[config.mk]
export PLATFORM = sky130hd
export DESIGN_NAME = stable_cost_order_sorter_unit
export DESIGN_NICKNAME = d
export VERILOG_FILES = /design/src/rtl/scos_pkg.sv /design/src/rtl/stable_cost_order_sorter_unit.sv /design/src/rtl/scos_cell.sv
export SDC_FILE = /design/constraint.sdc
export NUM_CORES = 2
export LEC_CHECK = 0
export BUFFER_PORTS_ARGS = -buffer_cell sky130_fd_sc_hd__buf_4
export CAP_MARGIN = 20
export CORE_UTILIZATION = 35
export DETAILED_ROUTE_END_ITERATION = 10
export PLACE_DENSITY = 0.55
export SYNTH_ARGS = -nofsm -noshare
export SYNTH_HDL_FRONTEND = slang
export SYNTH_HIERARCHICAL = 1
export SYNTH_SLANG_ARGS = --single-unit
[constraint.sdc]
create_clock -name clk_i -period 9.9 [get_ports clk_i]
set_input_delay 1.485 -clock clk_i [delete_from_list [all_inputs] [get_ports clk_i]]
set_output_delay 1.485 -clock clk_i [all_outputs]
set_load 0.01 [all_outputs]
[src/rtl/scos_pkg.sv]
// ----------------------------------------------------------------------------
// Stable cost-order sorter package
// Item types and control bundle shared by the sorter chain and its cells.
// ----------------------------------------------------------------------------
package scos_pkg;

  localparam int unsigned CostW  = 32;
  localparam int unsigned OrdIdxW = 4;
  localparam int unsigned BatchCntW = 5;

  typedef struct packed {
    logic signed [CostW-1:0] op_cost;
    logic                    batch_end;
  } in_item_t;

  typedef struct packed {
    logic [OrdIdxW-1:0]   order_index;
    logic [BatchCntW-1:0] batch_count;
    logic                 run_end;
  } out_item_t;

  // Per-cycle command to every cell of the chain.
  typedef struct packed {
    logic ins;    // an item is placed into the chain this cycle
    logic shift;  // the chain moves one place toward the head (drain)
  } cell_ctrl_t;

endpackage

[src/rtl/stable_cost_order_sorter_unit.sv]
// ----------------------------------------------------------------------------
// Stable cost-order sorter
// Collects a batch of costs into a sorted chain of cells and then emits the
// arrival indices in ascending cost order, ties in arrival order.
// ----------------------------------------------------------------------------
// The first index of a batch is offered in the cycle after the item that
// closes the batch is accepted. Throughput: one input item per cycle while
// collecting, since every cell compares against the new cost in parallel;
// while a batch of N drains, input is held off until all N indices are taken.
// Reset: clears the fill count and drain state; cell contents are not reset.
module stable_cost_order_sorter_unit import scos_pkg::*; #(
  parameter int unsigned MAX_OPS = 16
) (
  input  logic      clk_i,
  input  logic      rst_ni,
  input  logic      in_valid_i,
  output logic      in_ready_o,
  input  in_item_t  in_item_i,
  output logic      out_valid_o,
  input  logic      out_ready_i,
  output out_item_t out_item_o
);

  localparam int unsigned IdxW = $clog2(MAX_OPS);
  localparam int unsigned CntW = $clog2(MAX_OPS + 1);

  logic [CntW-1:0] cnt_q, cnt_d;
  logic [CntW-1:0] rem_q, rem_d;
  logic [CntW-1:0] bcnt_q, bcnt_d;
  logic            drain_q, drain_d;
  logic            in_acc, out_acc, room;
  logic [CntW-1:0] n_final;
  cell_ctrl_t      ctrl;

  logic signed [CostW-1:0] cost_w [MAX_OPS];
  logic [IdxW-1:0]         idx_w  [MAX_OPS];
  logic                    gt_w   [MAX_OPS];
  logic                    occ_w  [MAX_OPS];

  logic [IdxW+OrdIdxW-1:0]  idx_ext;
  logic [CntW+BatchCntW-1:0] cnt_ext;

  assign in_ready_o  = !drain_q;
  assign out_valid_o = drain_q;
  assign in_acc      = in_valid_i && in_ready_o;
  assign out_acc     = out_valid_o && out_ready_i;
  assign room        = cnt_q < CntW'(MAX_OPS);

  assign ctrl.ins   = in_acc && room;
  assign ctrl.shift = out_acc;

  assign n_final = room ? cnt_q + CntW'(1) : cnt_q;

  for (genvar i = 0; i < MAX_OPS; i++) begin : g_cell
    logic                    prev_occ, prev_gt;
    logic signed [CostW-1:0] prev_cost, next_cost;
    logic [IdxW-1:0]         prev_idx, next_idx;

    assign occ_w[i] = CntW'(i) < cnt_q;

    if (i == 0) begin : g_head
      assign prev_occ  = 1'b1;
      assign prev_gt   = 1'b0;
      assign prev_cost = '0;
      assign prev_idx  = '0;
    end else begin : g_body
      assign prev_occ  = occ_w[i-1];
      assign prev_gt   = gt_w[i-1];
      assign prev_cost = cost_w[i-1];
      assign prev_idx  = idx_w[i-1];
    end

    if (i == MAX_OPS - 1) begin : g_tail
      assign next_cost = '0;
      assign next_idx  = '0;
    end else begin : g_inner
      assign next_cost = cost_w[i+1];
      assign next_idx  = idx_w[i+1];
    end

    scos_cell #(
      .IdxW(IdxW)
    ) u_cell (
      .clk_i      (clk_i),
      .ctrl_i     (ctrl),
      .new_cost_i (in_item_i.op_cost),
      .new_idx_i  (cnt_q[IdxW-1:0]),
      .occ_i      (occ_w[i]),
      .prev_occ_i (prev_occ),
      .prev_gt_i  (prev_gt),
      .prev_cost_i(prev_cost),
      .prev_idx_i (prev_idx),
      .next_cost_i(next_cost),
      .next_idx_i (next_idx),
      .gt_o       (gt_w[i]),
      .cost_o     (cost_w[i]),
      .idx_o      (idx_w[i])
    );
  end

  always_comb begin
    cnt_d   = cnt_q;
    rem_d   = rem_q;
    bcnt_d  = bcnt_q;
    drain_d = drain_q;
    if (in_acc) begin
      if (in_item_i.batch_end) begin
        cnt_d   = '0;
        rem_d   = n_final;
        bcnt_d  = n_final;
        drain_d = 1'b1;
      end else if (room) begin
        cnt_d = cnt_q + CntW'(1);
      end
    end
    if (out_acc) begin
      rem_d = rem_q - CntW'(1);
      if (rem_q == CntW'(1)) begin
        drain_d = 1'b0;
      end
    end
  end

  always_ff @(posedge clk_i or negedge rst_ni) begin
    if (!rst_ni) begin
      cnt_q   <= '0;
      rem_q   <= '0;
      bcnt_q  <= '0;
      drain_q <= 1'b0;
    end else begin
      cnt_q   <= cnt_d;
      rem_q   <= rem_d;
      bcnt_q  <= bcnt_d;
      drain_q <= drain_d;
    end
  end

  // The result fields are masked or zero-extended to their fixed widths.
  assign idx_ext = {{OrdIdxW{1'b0}}, idx_w[0]};
  assign cnt_ext = {{BatchCntW{1'b0}}, bcnt_q};

  assign out_item_o.order_index = idx_ext[OrdIdxW-1:0];
  assign out_item_o.batch_count = cnt_ext[BatchCntW-1:0];
  assign out_item_o.run_end     = rem_q == CntW'(1);

endmodule

[src/rtl/scos_cell.sv]
// ----------------------------------------------------------------------------
// Sorter chain cell
// Holds one cost and its arrival index; takes the new item, its left
// neighbor's entry on insertion, or its right neighbor's entry on drain.
// ----------------------------------------------------------------------------
module scos_cell import scos_pkg::*; #(
  parameter int unsigned IdxW = 4
) (
  input  logic                    clk_i,
  input  cell_ctrl_t              ctrl_i,
  input  logic signed [CostW-1:0] new_cost_i,
  input  logic [IdxW-1:0]         new_idx_i,
  input  logic                    occ_i,
  input  logic                    prev_occ_i,
  input  logic                    prev_gt_i,
  input  logic signed [CostW-1:0] prev_cost_i,
  input  logic [IdxW-1:0]         prev_idx_i,
  input  logic signed [CostW-1:0] next_cost_i,
  input  logic [IdxW-1:0]         next_idx_i,
  output logic                    gt_o,
  output logic signed [CostW-1:0] cost_o,
  output logic [IdxW-1:0]         idx_o
);

  logic signed [CostW-1:0] cost_q;
  logic [IdxW-1:0]         idx_q;
  logic                    take_prev, take_new;

  // Held entries are sorted, so the cells holding a larger cost form a
  // suffix of the occupied ones. Equal costs stay ahead of the new item.
  assign gt_o = occ_i && (cost_q > new_cost_i);

  always_comb begin
    take_prev = ctrl_i.ins && prev_gt_i;
    take_new  = ctrl_i.ins && !prev_gt_i && (gt_o || (!occ_i && prev_occ_i));
  end

  always_ff @(posedge clk_i) begin
    if (ctrl_i.shift) begin
      cost_q <= next_cost_i;
      idx_q  <= next_idx_i;
    end else if (take_prev) begin
      cost_q <= prev_cost_i;
      idx_q  <= prev_idx_i;
    end else if (take_new) begin
      cost_q <= new_cost_i;
      idx_q  <= new_idx_i;
    end
  end

  assign cost_o = cost_q;
  assign idx_o  = idx_q;

endmodule
==> qor.txt <==
Hold-fix buffers at CTS - 0
# IOs - 49
Crit path depth - 11
Crit path DAT - 5.32 ns
CORE AREA - 0.122 sq mm
Antenna-violating nets left - 0
WP buf/inv - 3
HP Class - reg -> reg
Nets@finish - 5142
Critical path class - in -> reg
Setup bufs post-CTS - 0
ANT cells - 0
Hold Path Stages - 2
Synth Warn # - 6
Fin Setup TNS - 0 ns
CP Max Fanout - 32
Final wirelength - 119000 um
Clk sinks - 592
Die ar. - 0.125 sq mm
Peak VDD IR - 0.165 mV
Syn Area/Cell - 9.56 sq um
Clock skew - 0.0281 ns
RSZ-0062 raised after global routing - no
Crit end category - register
Outcome - finished, violations left
Failing checks - max-slew violations
Leak - 23.6 nW
Final worst path period share - 50.6%
Inserted Clock Buffers - 73
Final min period - 5.01 ns
All-Layer GR Usage - 18.6%
Mapped cell area - 0.0433 sq mm
Drt first pass iters - 5
Startpoint Class - primary input
First DRT Iteration DRCs - 2197
CTS resizes - 0
Slowest stage delay, CP - 1.01 ns
Initial antenna violation count - 0
Largest net degree at the start of global routing - 232
Overflow after GRT - 0
Site Rows - 128
Number of vias per cell - 5.35
Vias in the first global route - 33300
Final HPWL DP - 85500 um
Total of max-cap violations - 0
CTS HTree Levels - 3
Placer Congestion - 0.828
Via count - 33600
Crit path max-delay family - simple AND/OR/NAND/NOR gates
Worst Max-Slew Pin Slew - 2.40 ns
Pins Over Slew Limit - 37
Sequential Area - 0.0177 sq mm
DRC - 0
Worst skew pair latency - 0.65 ns
Setup ws final - 4.89 ns
Pwr/cell area - 237 mW/mm^2
Final number of hold-violating endpoints - 0
Slew headroom - -60.6%
CTS max path bufs - 3
First-pass GRT wire length - 189000 um
Footprint of the multi-input gates - 0.0234 sq mm
Buffers on Ports - 48
CTS tree - yes
# fillers - 12200
Critical path required time - 10.21 ns
Layout area overhead - 12.1%
Cells after synthesis - 4529
WL/cell - 18.9 um
Clock root buffer - clkbuf_16
Critical path's most frequent cell - buf_4
R2R depth - 9
Clk pin slew, worst setup/hold paths - 0.06 ns
Die height - 354 um
Share of cells above drive strength 1 - 6.00%
Critical-path top delay cell - nor4_1
Setup Viol. Count Final - 0
Dpl ws - 4.12 ns
Final core utilization - 39.7%
Critical Path, Cell by Cell - buf_4 > inv_1 > ha_1 > nand4_1 > nor4_1 > o31a_1 > o211ai_1 > nand2_1 > a211oi_1 > a31oi_4 > buf_4
Die width - 354 um
Max frequency - 0.200 GHz
Initial Utilization - 35.4%
worst min-delay path, stage by stage (launching register included):
cell and delay, ns:
dfrtp_1 0.35, nand2_1 0.05, o21ai_0 0.06
stage by stage:
stage          cell area (sq um)  hold slack (ns)  power (mW)  cells
6_report                   48600            0.490        11.5   6275
5_1_grt                    48600            0.540        12.3   6275
4_1_cts                    48400            0.495        11.6   6268
3_5_place_dp               46000            0.467        8.71   6133
3_3_place_gp               45900            0.471        8.61   6128
2_1_floorplan              43600            0.493        7.22   4602
routing by layer:
layer | global-route usage [%] | part of all wire [%]
met5 | 0 | 0
met4 | 4.33 | 1.5
met3 | 1.68 | 3.3
met2 | 31.7 | 48
met1 | 25.3 | 47
area by class of cell:
type | instances | area share (%)
timing repair buffer | 96 | 1.86
clock buffer | 92 | 4.25
inverter | 537 | 4.17
sequential | 592 | 36.5
multi-input combinational | 3290 | 48.3
clock inverter | 43 | 0.794
tap | 1625 | 4.19
worst paths after layout:
kind,end,slack (ns),from
setup / recovery,g_cell[3].u_cell/cost_o[17]$_DFFE_PP_,4.89,in_item_i[32]
hold / removal,bcnt_q[3]$_DFFE_PN0P_,0.49,bcnt_q[3]$_DFFE_PN0P_
setup reg to reg,g_cell[3].u_cell/cost_o[17]$_DFFE_PP_,5.74,g_cell[2].u_cell/cost_o[31]$_DFFE_PP_
hold reg to reg,bcnt_q[3]$_DFFE_PN0P_,0.49,bcnt_q[3]$_DFFE_PN0P_
max in group asynchronous,rem_q[4]$_DFFE_PN0P_,9.00,rst_ni
min in group asynchronous,rem_q[0]$_DFFE_PN0P_,0.71,rst_ni
report_power, final:
| group | total, mW | leakage (nW) | internal [mW] | switching [mW] |
|---|---|---|---|---|
| Sequential | 4.80 | 5.62 | 4.06 | 0.739 |
| Clock | 2.80 | 1.20 | 1.66 | 1.14 |
| Combinational | 3.89 | 16.8 | 1.35 | 2.54 |
layout by cell type (no fill, tap or decap), drive strengths merged, types with 92 or more instances in the layout:
cell	n
clkbuf	92
mux2i	580
buf	96
a21oi	213
nand4	128
ha	515
inv	538
o21ai	632
edfxtp	576
nand2	721
flip-flops by register name (all words and copies together) (netlist names):
register and count:
out_valid_o 1, cnt_q 5, g_cell.u_cell/idx_o 64, rem_q 5
g_cell.u_cell/cost_o 512, bcnt_q 5
Power figures use the tool's default switching activity.
